==> config.mk <==
export PLATFORM = sky130hd
export DESIGN_NAME = base64_stream_codec_top
export DESIGN_NICKNAME = d
export VERILOG_FILES = /design/src/sv/b64sc_pkg.sv /design/src/sv/base64_stream_codec_top.sv
export SDC_FILE = /design/constraint.sdc
export NUM_CORES = 1
export LEC_CHECK = 0
export ABC_CLOCK_PERIOD_IN_PS = 12100
export BUFFER_PORTS_ARGS = -buffer_cell sky130_fd_sc_hd__buf_2
export CAP_MARGIN = 0
export CORE_ASPECT_RATIO = 1.5
export CORE_UTILIZATION = 46
export DETAILED_ROUTE_END_ITERATION = 6
export PLACE_DENSITY = 0.73
export RECOVER_POWER = 25
export SYNTH_ARGS = -nofsm -noshare
export SYNTH_HDL_FRONTEND = slang
export SYNTH_SLANG_ARGS = --single-unit
==> constraint.sdc <==
create_clock -name clock -period 12.1 [get_ports clock]
set_clock_uncertainty 0.2 [all_clocks]
set_input_delay 2.42 -clock clock [delete_from_list [all_inputs] [get_ports clock]]
set_output_delay 2.42 -clock clock [all_outputs]
set_load 0.005 [all_outputs]
==> src/sv/b64sc_pkg.sv <==
// Shared types, codes and alphabet functions of the base64 stream codec.
package b64sc_pkg;

   // Direction register codes
   typedef enum logic {
      DIR_ENCODE = 1'b0,
      DIR_DECODE = 1'b1
   } dir_type;

   // Error codes reported on the final word of a message
   localparam logic [1:0] ERR_OK    = 2'd0;
   localparam logic [1:0] ERR_COUNT = 2'd1;
   localparam logic [1:0] ERR_PAD   = 2'd2;

   localparam logic [7:0] PAD_CHAR = 8'h3d;  // '='
   localparam int unsigned SLOTS = 4;        // most result words one input can cause

   // One result word as held in the output queue
   typedef struct packed {
      logic [7:0] out_byte;
      logic       has_byte;
      logic       last_result;
      logic [1:0] error_code;
   } rsp_slot_type;

   // Classified input character for decoding
   typedef struct packed {
      logic       is_sym;   // alphabet character or pad
      logic       is_pad;   // '='
      logic [5:0] value;    // sextet, zero for a pad
   } sym_type;

   // Map a sextet to its alphabet character
   function automatic logic [7:0] enc_char(input logic [5:0] v);
      logic [7:0] c;
      if (v < 6'd26) begin
         c = 8'h41 + {2'b00, v};
      end else if (v < 6'd52) begin
         c = 8'h61 + {2'b00, v} - 8'd26;
      end else if (v < 6'd62) begin
         c = 8'h30 + {2'b00, v} - 8'd52;
      end else if (v == 6'd62) begin
         c = 8'h2b;
      end else begin
         c = 8'h2f;
      end
      return c;
   endfunction

   // Classify a character: sextet value, pad, or skipped
   function automatic sym_type dec_char(input logic [7:0] c);
      sym_type s;
      s = '0;
      if (c >= 8'h41 && c <= 8'h5a) begin
         s.is_sym = 1'b1;
         s.value  = 6'(c - 8'h41);
      end else if (c >= 8'h61 && c <= 8'h7a) begin
         s.is_sym = 1'b1;
         s.value  = 6'(c - 8'h61 + 8'd26);
      end else if (c >= 8'h30 && c <= 8'h39) begin
         s.is_sym = 1'b1;
         s.value  = 6'(c - 8'h30 + 8'd52);
      end else if (c == 8'h2b) begin
         s.is_sym = 1'b1;
         s.value  = 6'd62;
      end else if (c == 8'h2f) begin
         s.is_sym = 1'b1;
         s.value  = 6'd63;
      end else if (c == PAD_CHAR) begin
         s.is_sym = 1'b1;
         s.is_pad = 1'b1;
      end
      return s;
   endfunction

endpackage

==> src/sv/base64_stream_codec_top.sv <==
// Top level of the base64 stream codec: input register, group logic, result queue.
//
// Usage: req_* is the input stream, one word per byte or character, with
// req_tlast on the final word of a message. rsp_* carries result words:
// rsp_tdata is the character or decoded byte, rsp_tuser holds has_byte and
// the error code, rsp_tlast marks the final word of a message. csr_* writes
// the direction bit (0 encode, 1 decode); a write also clears the message
// state; the user must make it only while the codec is idle (not enforced).
// Order: an input word lands in the input register and is processed from
// there once it may; its results are then loaded into the result queue.
// Throughput: one word per cycle on either side unless the receiver stalls
// or an input waits for room. An input that yields no result passes through
// at once; one that yields results waits until the four-entry result queue
// is empty or losing its last word; encoding is bound by the single result port.
// Decoding sustains one character per cycle except behind a full group.
// Reset clears the direction to encode, the message state and both the
// input register and the result queue. When the receiver stalls, the queue
// holds, then the input register fills and req_tready drops.
module base64_stream_codec_top (
   input  logic       clock,
   input  logic       reset,
   // input stream
   input  logic       req_tvalid,
   output logic       req_tready,
   input  logic [7:0] req_tdata,   // [7:0] in_byte
   input  logic       req_tlast,   // message_end
   // result stream
   output logic       rsp_tvalid,
   input  logic       rsp_tready,
   output logic [7:0] rsp_tdata,   // [7:0] out_byte
   output logic [2:0] rsp_tuser,   // [0] has_byte, [2:1] error_code
   output logic       rsp_tlast,   // last_result
   // configuration write
   input  logic       csr_valid,
   output logic       csr_ready,
   input  logic       csr_data     // direction
);
   import b64sc_pkg::*;

   // input register
   logic       in_vld_ff, in_vld_in;
   logic [7:0] in_byte_ff;
   logic       in_end_ff;

   // message state
   dir_type     dir_ff, dir_in;
   logic [23:0] gb_ff, gb_in;
   logic [1:0]  gcnt_ff, gcnt_in;
   logic [1:0]  pad_ff, pad_in;
   logic [1:0]  smod_ff, smod_in;
   logic        any_ff, any_in;
   logic        fin_ff, fin_in;
   logic [1:0]  errs_ff, errs_in;

   // result queue, word 0 at the head
   rsp_slot_type slot_ff [SLOTS];
   rsp_slot_type slot_in [SLOTS];
   logic [2:0]   cnt_ff, cnt_in;

   // step results
   rsp_slot_type res [SLOTS];
   logic [2:0]   n_res;
   logic [23:0]  st_gb;
   logic [1:0]   st_gcnt, st_pad, st_smod, st_errs;
   logic         st_any, st_fin;

   logic        rsp_pop, room, proc, accept, csr_wr;
   sym_type     sym;
   logic [23:0] enc_gb, enc_bits, dec_gb;
   logic [1:0]  pad_nx, keep, err;
   logic [1:0]  last_idx;

   assign csr_ready  = 1'b1;
   assign csr_wr     = csr_valid & csr_ready;
   assign rsp_tvalid = (cnt_ff != 3'd0);
   assign rsp_pop    = rsp_tvalid & rsp_tready;
   assign room       = (cnt_ff == 3'd0) || (cnt_ff == 3'd1 && rsp_pop);
   assign proc       = in_vld_ff && ((n_res == 3'd0) || room);
   assign req_tready = !in_vld_ff || proc;
   assign accept     = req_tvalid & req_tready;

   assign rsp_tdata = slot_ff[0].out_byte;
   assign rsp_tuser = {slot_ff[0].error_code, slot_ff[0].has_byte};
   assign rsp_tlast = slot_ff[0].last_result;

   // work out one input word against the message state
   always_comb begin
      for (int k = 0; k < SLOTS; k++) begin
         res[k] = '0;
      end
      n_res    = 3'd0;
      st_gb    = gb_ff;
      st_gcnt  = gcnt_ff;
      st_pad   = pad_ff;
      st_smod  = smod_ff;
      st_any   = any_ff;
      st_fin   = fin_ff;
      st_errs  = errs_ff;
      sym      = dec_char(in_byte_ff);
      enc_gb   = {gb_ff[15:0], in_byte_ff};
      enc_bits = (gcnt_ff == 2'd0) ? {in_byte_ff, 16'h0000}
                                   : {gb_ff[7:0], in_byte_ff, 8'h00};
      pad_nx   = (sym.is_pad && pad_ff != 2'd3) ? pad_ff + 2'd1 : pad_ff;
      dec_gb   = {gb_ff[17:0], sym.value};
      keep     = 2'd3 - pad_nx;
      err      = ERR_OK;

      if (dir_ff == DIR_ENCODE) begin
         // collect bytes, emit four characters per full or final group
         st_gb   = enc_gb;
         st_gcnt = gcnt_ff + 2'd1;
         if (gcnt_ff == 2'd2) begin
            for (int k = 0; k < SLOTS; k++) begin
               res[k].out_byte = enc_char(enc_gb[18 - 6 * k +: 6]);
               res[k].has_byte = 1'b1;
            end
            n_res   = 3'd4;
            st_gb   = '0;
            st_gcnt = 2'd0;
         end else if (in_end_ff) begin
            for (int k = 0; k < SLOTS; k++) begin
               res[k].out_byte = enc_char(enc_bits[18 - 6 * k +: 6]);
               res[k].has_byte = 1'b1;
            end
            if (gcnt_ff == 2'd0) begin
               res[2].out_byte = PAD_CHAR;
            end
            res[3].out_byte = PAD_CHAR;
            n_res = 3'd4;
         end
      end else begin
         // count symbols, emit up to three bytes per full group
         if (sym.is_sym) begin
            st_smod = smod_ff + 2'd1;
            st_any  = 1'b1;
            if (!fin_ff) begin
               st_pad = pad_nx;
               st_gb  = dec_gb;
               if (gcnt_ff == 2'd3) begin
                  for (int k = 0; k < 3; k++) begin
                     res[k].out_byte = dec_gb[16 - 8 * k +: 8];
                     res[k].has_byte = 1'b1;
                  end
                  n_res = {1'b0, keep};
                  if (pad_nx != 2'd0) begin
                     st_fin = 1'b1;
                  end
                  if (pad_nx == 2'd3) begin
                     st_errs = ERR_PAD;
                  end
                  st_gb   = '0;
                  st_gcnt = 2'd0;
                  st_pad  = 2'd0;
               end else begin
                  st_gcnt = gcnt_ff + 2'd1;
               end
            end
         end
         if (in_end_ff) begin
            err = (!st_any || st_smod != 2'd0) ? ERR_COUNT : st_errs;
            if (n_res == 3'd0) begin
               res[0] = '0;
               n_res  = 3'd1;
            end
         end
      end

      // mark the final word of the message and clear the message state
      last_idx = 2'(n_res - 3'd1);
      if (in_end_ff) begin
         res[last_idx].last_result = 1'b1;
         res[last_idx].error_code  = err;
         st_gb   = '0;
         st_gcnt = 2'd0;
         st_pad  = 2'd0;
         st_smod = 2'd0;
         st_any  = 1'b0;
         st_fin  = 1'b0;
         st_errs = ERR_OK;
      end
   end

   // next message state: a direction write clears, otherwise advance on process
   always_comb begin
      dir_in  = dir_ff;
      gb_in   = gb_ff;
      gcnt_in = gcnt_ff;
      pad_in  = pad_ff;
      smod_in = smod_ff;
      any_in  = any_ff;
      fin_in  = fin_ff;
      errs_in = errs_ff;
      if (csr_wr) begin
         dir_in  = dir_type'(csr_data);
         gb_in   = '0;
         gcnt_in = 2'd0;
         pad_in  = 2'd0;
         smod_in = 2'd0;
         any_in  = 1'b0;
         fin_in  = 1'b0;
         errs_in = ERR_OK;
      end else if (proc) begin
         gb_in   = st_gb;
         gcnt_in = st_gcnt;
         pad_in  = st_pad;
         smod_in = st_smod;
         any_in  = st_any;
         fin_in  = st_fin;
         errs_in = st_errs;
      end
   end

   // next queue contents: load a fresh group or shift out the head
   always_comb begin
      for (int k = 0; k < SLOTS; k++) begin
         slot_in[k] = slot_ff[k];
      end
      cnt_in = cnt_ff;
      if (proc && n_res != 3'd0) begin
         for (int k = 0; k < SLOTS; k++) begin
            slot_in[k] = res[k];
         end
         cnt_in = n_res;
      end else if (rsp_pop) begin
         for (int k = 0; k < SLOTS - 1; k++) begin
            slot_in[k] = slot_ff[k + 1];
         end
         cnt_in = cnt_ff - 3'd1;
      end
   end

   assign in_vld_in = accept || (in_vld_ff && !proc);

   // control registers
   always_ff @(posedge clock) begin
      if (reset) begin
         in_vld_ff <= 1'b0;
         cnt_ff    <= 3'd0;
         dir_ff    <= DIR_ENCODE;
         gb_ff     <= '0;
         gcnt_ff   <= 2'd0;
         pad_ff    <= 2'd0;
         smod_ff   <= 2'd0;
         any_ff    <= 1'b0;
         fin_ff    <= 1'b0;
         errs_ff   <= ERR_OK;
      end else begin
         in_vld_ff <= in_vld_in;
         cnt_ff    <= cnt_in;
         dir_ff    <= dir_in;
         gb_ff     <= gb_in;
         gcnt_ff   <= gcnt_in;
         pad_ff    <= pad_in;
         smod_ff   <= smod_in;
         any_ff    <= any_in;
         fin_ff    <= fin_in;
         errs_ff   <= errs_in;
      end
   end

   // payload registers: hold the input word and the queued results
   always_ff @(posedge clock) begin
      if (accept) begin
         in_byte_ff <= req_tdata;
         in_end_ff  <= req_tlast;
      end
      for (int k = 0; k < SLOTS; k++) begin
         slot_ff[k] <= slot_in[k];
      end
   end

endmodule
# Word level (Yosys, flattened, before mapping)
# Memories as Yosys holds them, arrays and structs flattened.
# Index checks and enable logic that the tools add are counted.
# word_totals
n_memories	1
word_cells	274
ff_bits	42
inputBits	15
mem_bits_rw	48
# classes
n_addsub	46
n_bitwise	3
n_reduce_logical	33
order_cmp	29
eq_ne	18
n_mux	132
# memory_table
memory	depth	word_bits	read_ports	rd_ports_with_merged_regs	write_ports	line_no	rtl
slot_ff	4	12	4	0	4	base64_stream_codec_top.sv:56	rsp_slot_type slot_ff [SLOTS];
# op_table
op	n
9-bit 2-to-1 mux	20
8-bit 2-to-1 mux	22
7-bit by 6-bit adder with 8-bit output, first input constant	14
18-bit 2-to-1 mux	6
48-bit bitwise mux	2
6-bit < comparator, second input constant	14
36-bit 2-to-1 mux	2
2-bit 2-to-1 mux	30
7-bit by 6-bit subtractor with 8-bit output, second input constant	7
8-bit by 5-bit subtractor with 8-bit output, second input constant	7
3-bit 2-to-1 mux	17
6-bit by 6-bit adder with 7-bit output, first input constant	7
12-bit demux with 2-bit select	2
48-bit 2-to-1 mux	1
6-bit equality test, second input constant	7
6-bit by 5-bit < comparator with 1-bit output, second input constant	7
12-bit 2-to-1 mux	3
6-bit 2-to-1 mux	5
8-bit by 6-bit equality test with 1-bit output, second input constant	3
24-bit 2-to-1 mux	1
1-bit 2-to-1 mux	20
8-bit by 7-bit >= comparator with 1-bit output, second input constant	2
8-bit by 7-bit less-or-equal comparator with 1-bit output, second input constant	2
6-bit subtractor, second input constant	2
30 further kinds	58

# Depth between registers and ports, before layout
# Gate-level depths: netlist of the first run.
# depth
depth_word	28
depth_mapped	16

# Worst setup path before layout of the first run
# Ideal clock, no wire load.
# synth_timing
path_kind	input-to-output
startpoint	input rsp_tready
endpoint	output req_tready
path_stages	4
arrival_time_ns	3.119
setup_slack_ns	6.361
t_required_ns	9.480
path_cell_list	a21oi_1 > nor2_1 > nor4_1 > inv_1
# synth_via
elab_chain_cells	6
# synth_rtl
element	line_no	rtl
start: declaration	base64_stream_codec_top.sv:29	input logic rsp_tready,
1-bit bitwise AND	base64_stream_codec_top.sv:76	assign rsp_pop = rsp_tvalid & rsp_tready;
1-bit logical AND	base64_stream_codec_top.sv:77	assign room = (cnt_ff == 3'd0) || (cnt_ff == 3'd1 && rsp_pop);
1-bit logical OR	base64_stream_codec_top.sv:77	
1-bit logical OR	base64_stream_codec_top.sv:78	assign proc = in_vld_ff && ((n_res == 3'd0) || room);
1-bit logical AND	base64_stream_codec_top.sv:78	
1-bit logical OR	base64_stream_codec_top.sv:79	assign req_tready = !in_vld_ff || proc;
end: declaration	base64_stream_codec_top.sv:24	output logic req_tready,
# Every way passes these cells.

# Final worst setup path of the first run
# layout_timing
startpoint	register in_byte_ff[2]
endpoint	output req_tready
# layout_via
elab_chain_cells	22
word_cells_on_any_way	38
# layout_rtl
element	line_no	rtl
start: declaration	base64_stream_codec_top.sv:42	logic [7:0] in_byte_ff;
start signal: assignment	base64_stream_codec_top.sv:264	in_byte_ff <= req_tdata;
8-bit by 6-bit equality test with 1-bit output	b64sc_pkg.sv:69	end else if (c == PAD_CHAR) begin
2-bit 2-to-1 mux	b64sc_pkg.sv:69	
1-bit 2-to-1 mux	b64sc_pkg.sv:66	end else if (c == 8'h2f) begin
1-bit 2-to-1 mux	b64sc_pkg.sv:63	end else if (c == 8'h2b) begin
1-bit 2-to-1 mux	b64sc_pkg.sv:60	end else if (c >= 8'h30 && c <= 8'h39) begin
1-bit 2-to-1 mux	b64sc_pkg.sv:57	end else if (c >= 8'h61 && c <= 8'h7a) begin
1-bit 2-to-1 mux	b64sc_pkg.sv:54	if (c >= 8'h41 && c <= 8'h5a) begin
1-bit logical AND	base64_stream_codec_top.sv:103	pad_nx = (sym.is_pad && pad_ff != 2'd3) ? pad_ff + 2'd1 : pad_ff;
[6 not listed]	--	
3-bit logical NOT	base64_stream_codec_top.sv:161	if (n_res == 3'd0) begin
3-bit 2-to-1 mux	base64_stream_codec_top.sv:161	
3-bit 2-to-1 mux *	base64_stream_codec_top.sv:159	if (in_end_ff) begin
3-bit 2-to-1 mux *	base64_stream_codec_top.sv:108	if (dir_ff == DIR_ENCODE) begin
3-bit logical NOT *	base64_stream_codec_top.sv:78	
1-bit logical OR *	base64_stream_codec_top.sv:78	
1-bit logical AND *	base64_stream_codec_top.sv:78	
1-bit logical OR *	base64_stream_codec_top.sv:79	
# Mark *: on every way between the ends. The rest lies on a longest branch, timed or not. The select of a mux whose other input is x is not followed.

==> results of run 1 <==
==> worst min-delay path by stage <==
stage                     from          to  slack [ns]  cells past startpoint
floorplan           errs_ff[1]  errs_ff[1]        0.23                      2
CTS                 errs_ff[1]  errs_ff[1]        0.27                      2
detailed placement  errs_ff[1]  errs_ff[1]        0.25                      2
global route        errs_ff[0]  errs_ff[0]        0.30                      1
finish              errs_ff[1]  errs_ff[1]        0.27                      2
global placement    errs_ff[1]  errs_ff[1]        0.25                      2
==> placed cells by master (no fill, tap or decap), drive strengths merged, types with 7 or more instances in the layout <==
cell type  instances
nor2              66
and2              11
nand3             16
xnor2             17
nor4               7
mux2i             17
ha                47
nand3b             7
nand2b            16
nor3              18
nand2             84
a22oi             17
o31ai             12
o221ai            12
a21oi             91
inv               55
a221o              7
clkbuf            18
nor2b             12
buf               28
o211ai            13
o21ai             53
a211oi            32
mux2              29
or3                7
dfxtp             33
edfxtp            57
a21o              10
o22ai             11
a31oi             12
==> stage by stage <==
stage / hold WS (ns) / std cells
floorplan: 0.232 / 899
global placement: 0.247 / 1084
detailed placement: 0.252 / 1084
CTS: 0.272 / 1100
global route: 0.302 / 1100
finish: 0.271 / 1100
==> flip-flops by register name, indices dropped and copies added, names as in the netlist <==
register,count
fin_ff,1
gb_ff,18
dir_ff,1
in_vld_ff,1
gcnt_ff,2
errs_ff,2
slot_ff,48
in_byte_ff,8
pad_ff,2
smod_ff,2
in_end_ff,1
any_ff,1
cnt_ff,3
==> layer usage <==
layer | vias to the layer above | part of all wire [%] | wire (µm) | GRT usage, %
met5 | - | 0 | 0 | 0
met4 | 0 | 6.6 | 1460 | 16.5
met3 | 84 | 4.6 | 1020 | 3.04
met2 | 254 | 49 | 10900 | 45.2
met1 | 3275 | 39 | 8640 | 30.6
li1 | 3320 | - | - | -
==> power breakdown <==
group	total [W]	switching [W]	leakage (nW)	internal [W]
sequential	0.000479	0.0000493	0.806	0.000430
clock	0.000288	0.000141	0.150	0.000147
combinational	0.000437	0.000260	2.11	0.000176
total	0.00120	0.000451	3.06	0.000754
==> worst min-delay path, delay by kind of cell (launching register included) <==
kind               cells  cell delay [ns]
and+or+nand+nor        1             0.07
AOI/OAI and AO/OA      1             0.04
DFF                    1             0.33
==> kinds of logic after synthesis <==
group                    Yosys count  share of synthesized area [%]
multiplexers                      46                           7.63
AND/OR/NAND/NOR                  262                           16.5
flip-flops                        90                           30.8
other                              2                         0.0976
AO/OA/AOI/OAI                    320                           28.4
adder cells (fa/ha/maj)           47                           7.64
buffers and inverters            111                           6.60
XOR/XNOR                          20                           2.28
==> cell type report <==
class,instances,area share [%]
multi-input combinational,698,59.0
inverter,53,2.54
timing repair buffer,37,2.35
tap,206,3.17
clock inverter,7,1.00
clock buffer,9,2.77
sequential,90,29.2
==> results.tsv, run 1 <==
stage	metric	value	unit
synthesis	Synth top cells by count	89 x a21oi_1, 84 x nand2_1, 65 x nor2_1, 57 x edfxtp_1, 51 x inv_1	
synthesis	share of Yosys cell area claimed by the top area cell type	22.3	%
setup_path	critical setup path kind	flip-flop to output port	
setup_path	delay-heaviest family, CP	compound AO/OA/AOI/OAI gates	
drt	Wirelength per Cell	20.0	µm
final_layout	ant diodes	0	
cts	Skew-Pair Late Insertion Delay	0.35	ns
synthesis	cell taking the most area after synthesis	edfxtp_1	
setup_path	WP depth	11	
final_layout	layout cells sized above 1	11.1	%
global_routing	initial antenna violation count	0	
sta	Setup-failing EPs final	0	
final_layout	nets@finish	951	
sta	clock period minus worst slack	6.99	ns
cts	Max Root-Sink Buffers	2	
placement	pre-CTS setup slack	5.93	ns
cts	H-tree Lvls	3	
cts	Clock Sink Count	90	
final_layout	area grow syn2layout	5.73	%
synthesis	sequential area share after synthesis	30.8	%
global_routing	vias in the first global route	6602	
setup_path	worst path arrival time	4.37	ns
setup_path	crit path to	req_tready	
synthesis	Primary FF master, synth	edfxtp_1	
floorplan	die area	17300	µm²
placement	dpl hpwl	15800	µm
cts	CTS resizes	0	
global_routing	Total GRT Usage	26.3	%
synthesis	Cells after Synth	898	
setup_path	Worst setup SP type	flip-flop	
sta	worst slew pin tran	1.32	ns
setup_path	cell mode on critical path	inv_1	
synthesis	Synth area leaders	edfxtp_1 22%, dfxtp_1 8.6%, ha_1 7.6%	
setup_path	depth of the worst register-to-register path	11	
power_and_ir_drop	power density cells	148	nW/µm²
power_and_ir_drop	total power	0.00120	W
cts	Hold Buf Count CTS	0	
cts	TritonCTS clock tree	built	
sta	setup repair after global routing missed its margin	false	
sta	Worst Slack Setup Final	5.11	ns
synthesis	EDFF count, synth	57	
drt	drt first pass iters	5	
drt	Vias	6933	
sta	crit share post-route	57.8	%
sta	worst relative slew slack	11.1	%
drt	DRT Wirelength	22000	µm
placement	IO Port Bufs	28	
cts	post-CTS setup buffers	0	
worst_hold_path	hold crit path type	flip-flop to flip-flop	
placement	placed cell areas	7870	µm²
setup_path	CP max stage cell	edfxtp_1	
synthesis	Synth Cell Area	7690	µm²
synthesis	library cells used by synthesis	84	
setup_path	worst reg-to-reg setup slack	7.06	ns
setup_path	element type at the critical path end	output port	
final_layout	Design Area, Final	8130	µm²
sta	setup TNS after final layout	0	ns
drt	Residual DRC	0	
final_layout	Register Area	2370	µm²
drt	antenna viol nets, final	0	
final_layout	area occupied by multi-input gates	4800	µm²
floorplan	Placeable Area	16300	µm²
run_status	status	finished clean	
cts	CTS Buf Count	9	
synthesis	Synth Register Bits	90	
power_and_ir_drop	maximum VDD drop	0.0851	mV
final_layout	utilization after layout	50.0	%
floorplan	Die H	160	µm
cts	Clock transition at path regs	0.08	ns
setup_path	Critical path origin	in_byte_ff[2]	
drt	DR iter-0 viols	660	
setup_path	R2R Path End	slot_ff[2][7]	
global_routing	first-pass GRT wire length	35100	µm
placement	RePlAce Congestion	0.951	
run	Max-Cap Viols	0	
setup_path	reg2reg start	in_byte_ff[2]	
synthesis	most common cell in the netlist	a21oi_1	
power_and_ir_drop	LEAKAGE	3.06	nW
setup_path	worst-path cell chain	inv_1, ha_1, nor2b_1, o31a_1, o211a_1, and2_1, a21boi_0, a21oi_1, nor4_1, inv_1, buf_2	
synthesis	Yosys warning count	0	
synthesis	Post-synth ARST share	0	%
sta	Fmax	143	MHz
sta	Hold Vio Cnt, Final	0	
final_layout	fillcell total	1543	
floorplan	total I/O pin count	30	
setup_path	Worst EP required	9.48	ns
synthesis	Syn Area/Cell	8.57	µm²
sta	Slew Limit Fails	0	
floorplan	Die X	108	µm
global_routing	gr ovfl total	0	
drt	vias per cell	6.30	
setup_path	CP max FO	14	
cts	clk root buf	clkbuf_16	
setup_path	WP buf/inv	3	
floorplan	# rows	57	
global_routing	largest net degree at the start of global routing	42	
setup_path	CP max stage delay	0.72	ns
floorplan	initial core utilization	47.3	%
Power figures use the tool's default switching activity.
==> inputs of run 2 (changes only) <==
--- a/config.mk
+++ b/config.mk
@@ -5,13 +5,13 @@
 export SDC_FILE = /design/constraint.sdc
 export NUM_CORES = 1
 export LEC_CHECK = 0
-export ABC_CLOCK_PERIOD_IN_PS = 12100
+export ABC_CLOCK_PERIOD_IN_PS = 6200
 export BUFFER_PORTS_ARGS = -buffer_cell sky130_fd_sc_hd__buf_2
 export CAP_MARGIN = 0
 export CORE_ASPECT_RATIO = 1.5
 export CORE_UTILIZATION = 46
 export DETAILED_ROUTE_END_ITERATION = 6
-export PLACE_DENSITY = 0.73
+export PLACE_DENSITY = 0.76
 export RECOVER_POWER = 25
 export SYNTH_ARGS = -nofsm -noshare
 export SYNTH_HDL_FRONTEND = slang
==> constraint.sdc (replaced) <==
create_clock -name clock -period 6.2 [get_ports clock]
set_clock_uncertainty 0.2 [all_clocks]
set_input_delay 1.24 -clock clock [delete_from_list [all_inputs] [get_ports clock]]
set_output_delay 1.24 -clock clock [all_outputs]
set_load 0.005 [all_outputs]
==> results.tsv, run 2 (same netlist as run 1, synthesis figures left out) <==
stage	metric	value	unit
run_status	status	complete, but fails checks	
run_status	violations in the final reports	capacitance limit	
drt	DRT Wirelength	21700	µm
setup_path	Worst EP required	4.76	ns
sta	Hold Vio Cnt, Final	0	
setup_path	CP max FO	18	
setup_path	element type at the critical path end	output port	
final_layout	commonest non-fill, non-tap cell in the layout	a21oi_1	
drt	DR iter-0 viols	735	
floorplan	Placeable Area	16300	µm²
cts	Clock Sink Count	90	
global_routing	Total GRT Usage	26.1	%
worst_hold_path	hold crit path type	flip-flop to flip-flop	
final_layout	Largest register FFs	48	
sta	Fin Hold WS	0.275	ns
floorplan	Die H	160	µm
placement	dpl hpwl	15900	µm
cts	CTS resizes	0	
floorplan	initial core utilization	47.3	%
power_and_ir_drop	LEAKAGE	3.05	nW
global_routing	vias in the first global route	6683	
final_layout	Largest regs	slot_ff: 48 flops, gb_ff: 18 flops, in_byte_ff: 8 flops	
placement	RePlAce Congestion	0.998	
global_routing	gr ovfl total	0	
setup_path	critical setup path kind	flip-flop to output port	
floorplan	Die X	108	µm
sta	worst relative slew slack	1.29	%
sta	Setup-failing EPs final	0	
floorplan	total I/O pin count	30	
sta	setup repair after global routing missed its margin	false	
drt	antenna viol nets, final	0	
sta	Fmax	193	MHz
global_routing	first-pass GRT wire length	35100	µm
run	Max-Cap Viols	1	
final_layout	layout cells sized above 1	10.8	%
final_layout	ant diodes	0	
final_layout	nets@finish	949	
placement	IO Port Bufs	28	
cts	Hold Buf Count CTS	0	
final_layout	Register Area	2370	µm²
power_and_ir_drop	maximum VDD drop	0.193	mV
setup_path	worst path arrival time	3.73	ns
cts	H-tree Lvls	3	
final_layout	most frequent cells in the layout	89 x a21oi_1, 84 x nand2_1, 65 x nor2_1	
cts	Max Root-Sink Buffers	2	
drt	vias per cell	6.40	
sta	Slew Limit Fails	0	
floorplan	die area	17300	µm²
final_layout	Largest Register	slot_ff	
power_and_ir_drop	total power	0.00233	W
setup_path	depth of the worst register-to-register path	10	
cts	post-CTS setup buffers	0	
global_routing	initial antenna violation count	0	
sta	crit share post-route	83.4	%
drt	Wirelength per Cell	19.8	µm
drt	Vias	7027	
sta	setup TNS after final layout	0	ns
final_layout	area occupied by multi-input gates	4820	µm²
sta	worst slew pin tran	1.47	ns
final_layout	area grow syn2layout	5.77	%
drt	drt first pass iters	5	
final_layout	fillcell total	1528	
cts	Skew-Pair Late Insertion Delay	0.35	ns
cts	Clock transition at path regs	0.07	ns
power_and_ir_drop	power density cells	287	nW/µm²
cts	CTS Buf Count	9	
sta	clock period minus worst slack	5.17	ns
global_routing	largest net degree at the start of global routing	42	
setup_path	Worst setup SP type	flip-flop	
cts	TritonCTS clock tree	built	
floorplan	# rows	57	
cts	clk root buf	clkbuf_16	
drt	Residual DRC	0	
worst_hold_path	WHS Path Cells	2	
==> run 2: path summary, 6_finish.rpt <==
| path | start | to | slack, ns |
|---|---|---|---|
| worst min register to register | errs_ff[1] | errs_ff[1] | 0.27 |
| worst max-delay path | in_byte_ff[7] | req_tready | 1.03 |
| worst min-delay path | errs_ff[1] | errs_ff[1] | 0.27 |
| worst max register to register | in_byte_ff[7] | slot_ff[0][1] | 1.64 |
==> run 2: cell type report <==
class	instances	area share, %
tap	206	3.17
inverter	53	2.54
clock buffer	9	2.77
multi-input combinational	698	59.2
timing repair buffer	35	2.12
clock inverter	7	1.00
sequential	90	29.2
==> run 2: critical path: stages, from the launching register on <==
cell      delay (ns)
edfxtp_1        0.79
inv_1           0.25
ha_1            0.29
nor4b_1         0.26
nand4_1         0.18
o211a_1         0.29
and2_0          0.28
a21boi_4        0.31
a21oi_4         0.13
nor4_1          0.40
inv_1           0.07
buf_2           0.14
==> run 2: power by group <==
group          switching, W  leakage, nW  internal, W
clock network      0.000263        0.150     0.000288
registers          0.000109        0.806     0.000840
logic              0.000498         2.09     0.000337
total              0.000870         3.05      0.00147
==> run 2: through the flow <==
stage	setup WS, ns	instances	utilization (%)	cell area [µm²]
after global placement	1.60	1082	48.3	7850
after CTS	1.11	1098	50.2	8160
after floorplan	1.97	899	-	7700
after detailed placement	1.49	1082	48.3	7850
final	1.03	1098	50.0	8140
after global routing	0.630	1098	50.0	8140
==> run 2: metal layers <==
metal	GRT usage (%)	part of all wire, %
met1	30.2	38
met2	44.4	50
met3	3.45	5.2
met4	16.8	6.8
met5	0	0
==> inputs of run 3 (changes only) <==
--- a/config.mk
+++ b/config.mk
@@ -5,13 +5,13 @@
 export SDC_FILE = /design/constraint.sdc
 export NUM_CORES = 1
 export LEC_CHECK = 0
-export ABC_CLOCK_PERIOD_IN_PS = 6200
+export ABC_CLOCK_PERIOD_IN_PS = 4900
 export BUFFER_PORTS_ARGS = -buffer_cell sky130_fd_sc_hd__buf_2
 export CAP_MARGIN = 0
 export CORE_ASPECT_RATIO = 1.5
 export CORE_UTILIZATION = 46
 export DETAILED_ROUTE_END_ITERATION = 6
-export PLACE_DENSITY = 0.76
+export PLACE_DENSITY = 0.73
 export RECOVER_POWER = 25
 export SYNTH_ARGS = -nofsm -noshare
 export SYNTH_HDL_FRONTEND = slang
==> constraint.sdc (replaced) <==
create_clock -name clock -period 4.9 [get_ports clock]
set_clock_uncertainty 0.2 [all_clocks]
set_input_delay 0.98 -clock clock [delete_from_list [all_inputs] [get_ports clock]]
set_output_delay 0.98 -clock clock [all_outputs]
set_load 0.005 [all_outputs]
==> results.tsv, run 3 (same netlist as run 1, synthesis figures left out) <==
stage	metric	value	unit
drt	post-route met1 wirelength	8280	µm
final_layout	area grow syn2layout	6.85	%
cts	CTS resizes	0	
power_and_ir_drop	total power	0.00298	W
drt	highest routed layer	met4	
global_routing	initial antenna violation count	0	
sta	Hold Vio Cnt, Final	0	
sta	worst relative slew slack	15.7	%
floorplan	Die H	160	µm
placement	RePlAce Congestion	1.04	
final_layout	Largest register FFs	48	
sta	Setup-failing EPs final	0	
cts	Skew-Pair Late Insertion Delay	0.35	ns
sta	setup TNS after final layout	0	ns
floorplan	initial core utilization	47.3	%
cts	clk root buf	clkbuf_16	
sta	Fmax	217	MHz
cts	TritonCTS clock tree	built	
floorplan	Die X	108	µm
sta	worst slew pin tran	1.25	ns
floorplan	# rows	57	
setup_path	worst path arrival time	3.43	ns
final_layout	layout cells sized above 1	12.2	%
sta	clock period minus worst slack	4.61	ns
drt	Met2 Wirelength	11400	µm
drt	DR iter-0 viols	570	
global_routing	Total GRT Usage	26.2	%
power_and_ir_drop	LEAKAGE	3.11	nW
setup_path	Worst setup SP type	flip-flop	
global_routing	vias in the first global route	6689	
drt	antenna viol nets, final	0	
placement	dpl hpwl	16300	µm
floorplan	Placeable Area	16300	µm²
global_routing	gr ovfl total	0	
cts	CTS Buf Count	9	
final_layout	nets@finish	959	
drt	Residual DRC	0	
cts	post-CTS setup buffers	0	
setup_path	critical setup path kind	flip-flop to output port	
floorplan	total I/O pin count	30	
final_layout	ant diodes	0	
floorplan	die area	17300	µm²
cts	H-tree Lvls	3	
final_layout	utilization after layout	50.5	%
final_layout	commonest non-fill, non-tap cell in the layout	a21oi_1	
worst_hold_path	hold crit path type	flip-flop to flip-flop	
drt	drt first pass iters	5	
global_routing	largest net degree at the start of global routing	42	
setup_path	Worst EP required	3.72	ns
final_layout	fillcell total	1558	
drt	DRT Wirelength	22100	µm
power_and_ir_drop	power density cells	363	nW/µm²
cts	Hold Buf Count CTS	0	
drt	vias per cell	6.23	
power_and_ir_drop	maximum VDD drop	0.240	mV
setup_path	element type at the critical path end	output port	
final_layout	most frequent cells in the layout	89 x a21oi_1, 84 x nand2_1, 65 x nor2_1	
cts	Clock transition at path regs	0.08	ns
placement	IO Port Bufs	28	
run_status	status	finished clean	
cts	Max Root-Sink Buffers	2	
drt	Met3 Wirelength	1020	µm
run	Max-Cap Viols	0	
global_routing	first-pass GRT wire length	34700	µm
drt	Wirelength per Cell	20.0	µm
cts	Clock Sink Count	90	
final_layout	Largest regs	slot_ff: 48 flops, gb_ff: 18 flops, in_byte_ff: 8 flops	
final_layout	Largest Register	slot_ff	
setup_path	CP max FO	15	
sta	setup repair after global routing missed its margin	false	
sta	Slew Limit Fails	0	
drt	Vias	6904	
sta	crit share post-route	94.1	%
## run 3: cell types whose count changed in the layout (fill, tap and decap cells not counted)
cell / before / now
clkinv_4: 1 / 2
clkbuf_1: 12 / 8
inv_6: 2 / 1
buf_4: 5 / 16
buf_2: 18 / 21
## run 3: layout make-up
type	instances	area (µm²)	area share, %
Timing Repair Buffer	45	255	3.11
Sequential cell	90	2370	28.9
Clock buffer	9	225	2.74
Clock inverter	7	81.3	0.989
Multi-Input combinational cell	698	4820	58.7
Tap cell	206	258	3.14
Inverter	53	206	2.51
## run 3: stage by stage
| stage | cells | instance area [µm²] | setup slack (ns) | hold WS [ns] |
|---|---|---|---|---|
| floorplan | 899 | 7700 | 0.670 | 0.232 |
| CTS | 1108 | 8230 | 0.325 | 0.282 |
| detailed placement | 1092 | 7930 | 0.713 | 0.263 |
| global placement | 1092 | 7930 | 0.818 | 0.246 |
| finish | 1108 | 8220 | 0.287 | 0.283 |
| global route | 1108 | 8220 | 0.0603 | 0.311 |
## run 3: worst paths after layout
| kind | startpoint | endpoint | slack [ns] | depth (start not counted) |
|---|---|---|---|---|
| worst max register to register | in_byte_ff[0] | gb_ff[0] | 0.68 | 11 |
| worst max-delay path | in_byte_ff[1] | req_tready | 0.29 | 11 |
| worst min register to register | errs_ff[1] | errs_ff[1] | 0.28 | 2 |
| worst min-delay path | errs_ff[1] | errs_ff[1] | 0.28 | 2 |
## run 3: power by group
part | total, W | leakage, nW | switching (W) | internal, W
registers | 0.00118 | 0.806 | 0.000119 | 0.00106
clock network | 0.000699 | 0.150 | 0.000336 | 0.000364
logic | 0.00110 | 2.15 | 0.000657 | 0.000443
total | 0.00298 | 3.11 | 0.00111 | 0.00187
## run 3: critical path: stages (launching register included)
cell and delay, ns:
edfxtp_1 0.62, inv_1 0.21, ha_1 0.27, nor2b_1 0.09
o31a_1 0.27, o211a_1 0.32, and2_0 0.28, a21boi_4 0.30
a21oi_4 0.13, nor4_1 0.39, inv_1 0.07, buf_2 0.14
## run 3: metal layers
metal  GRT usage (%)  up-vias
li1                -     3333
met1            28.8     3226
met2            46.3      259
met3            3.00       86
met4            17.6        0
met5               0        -
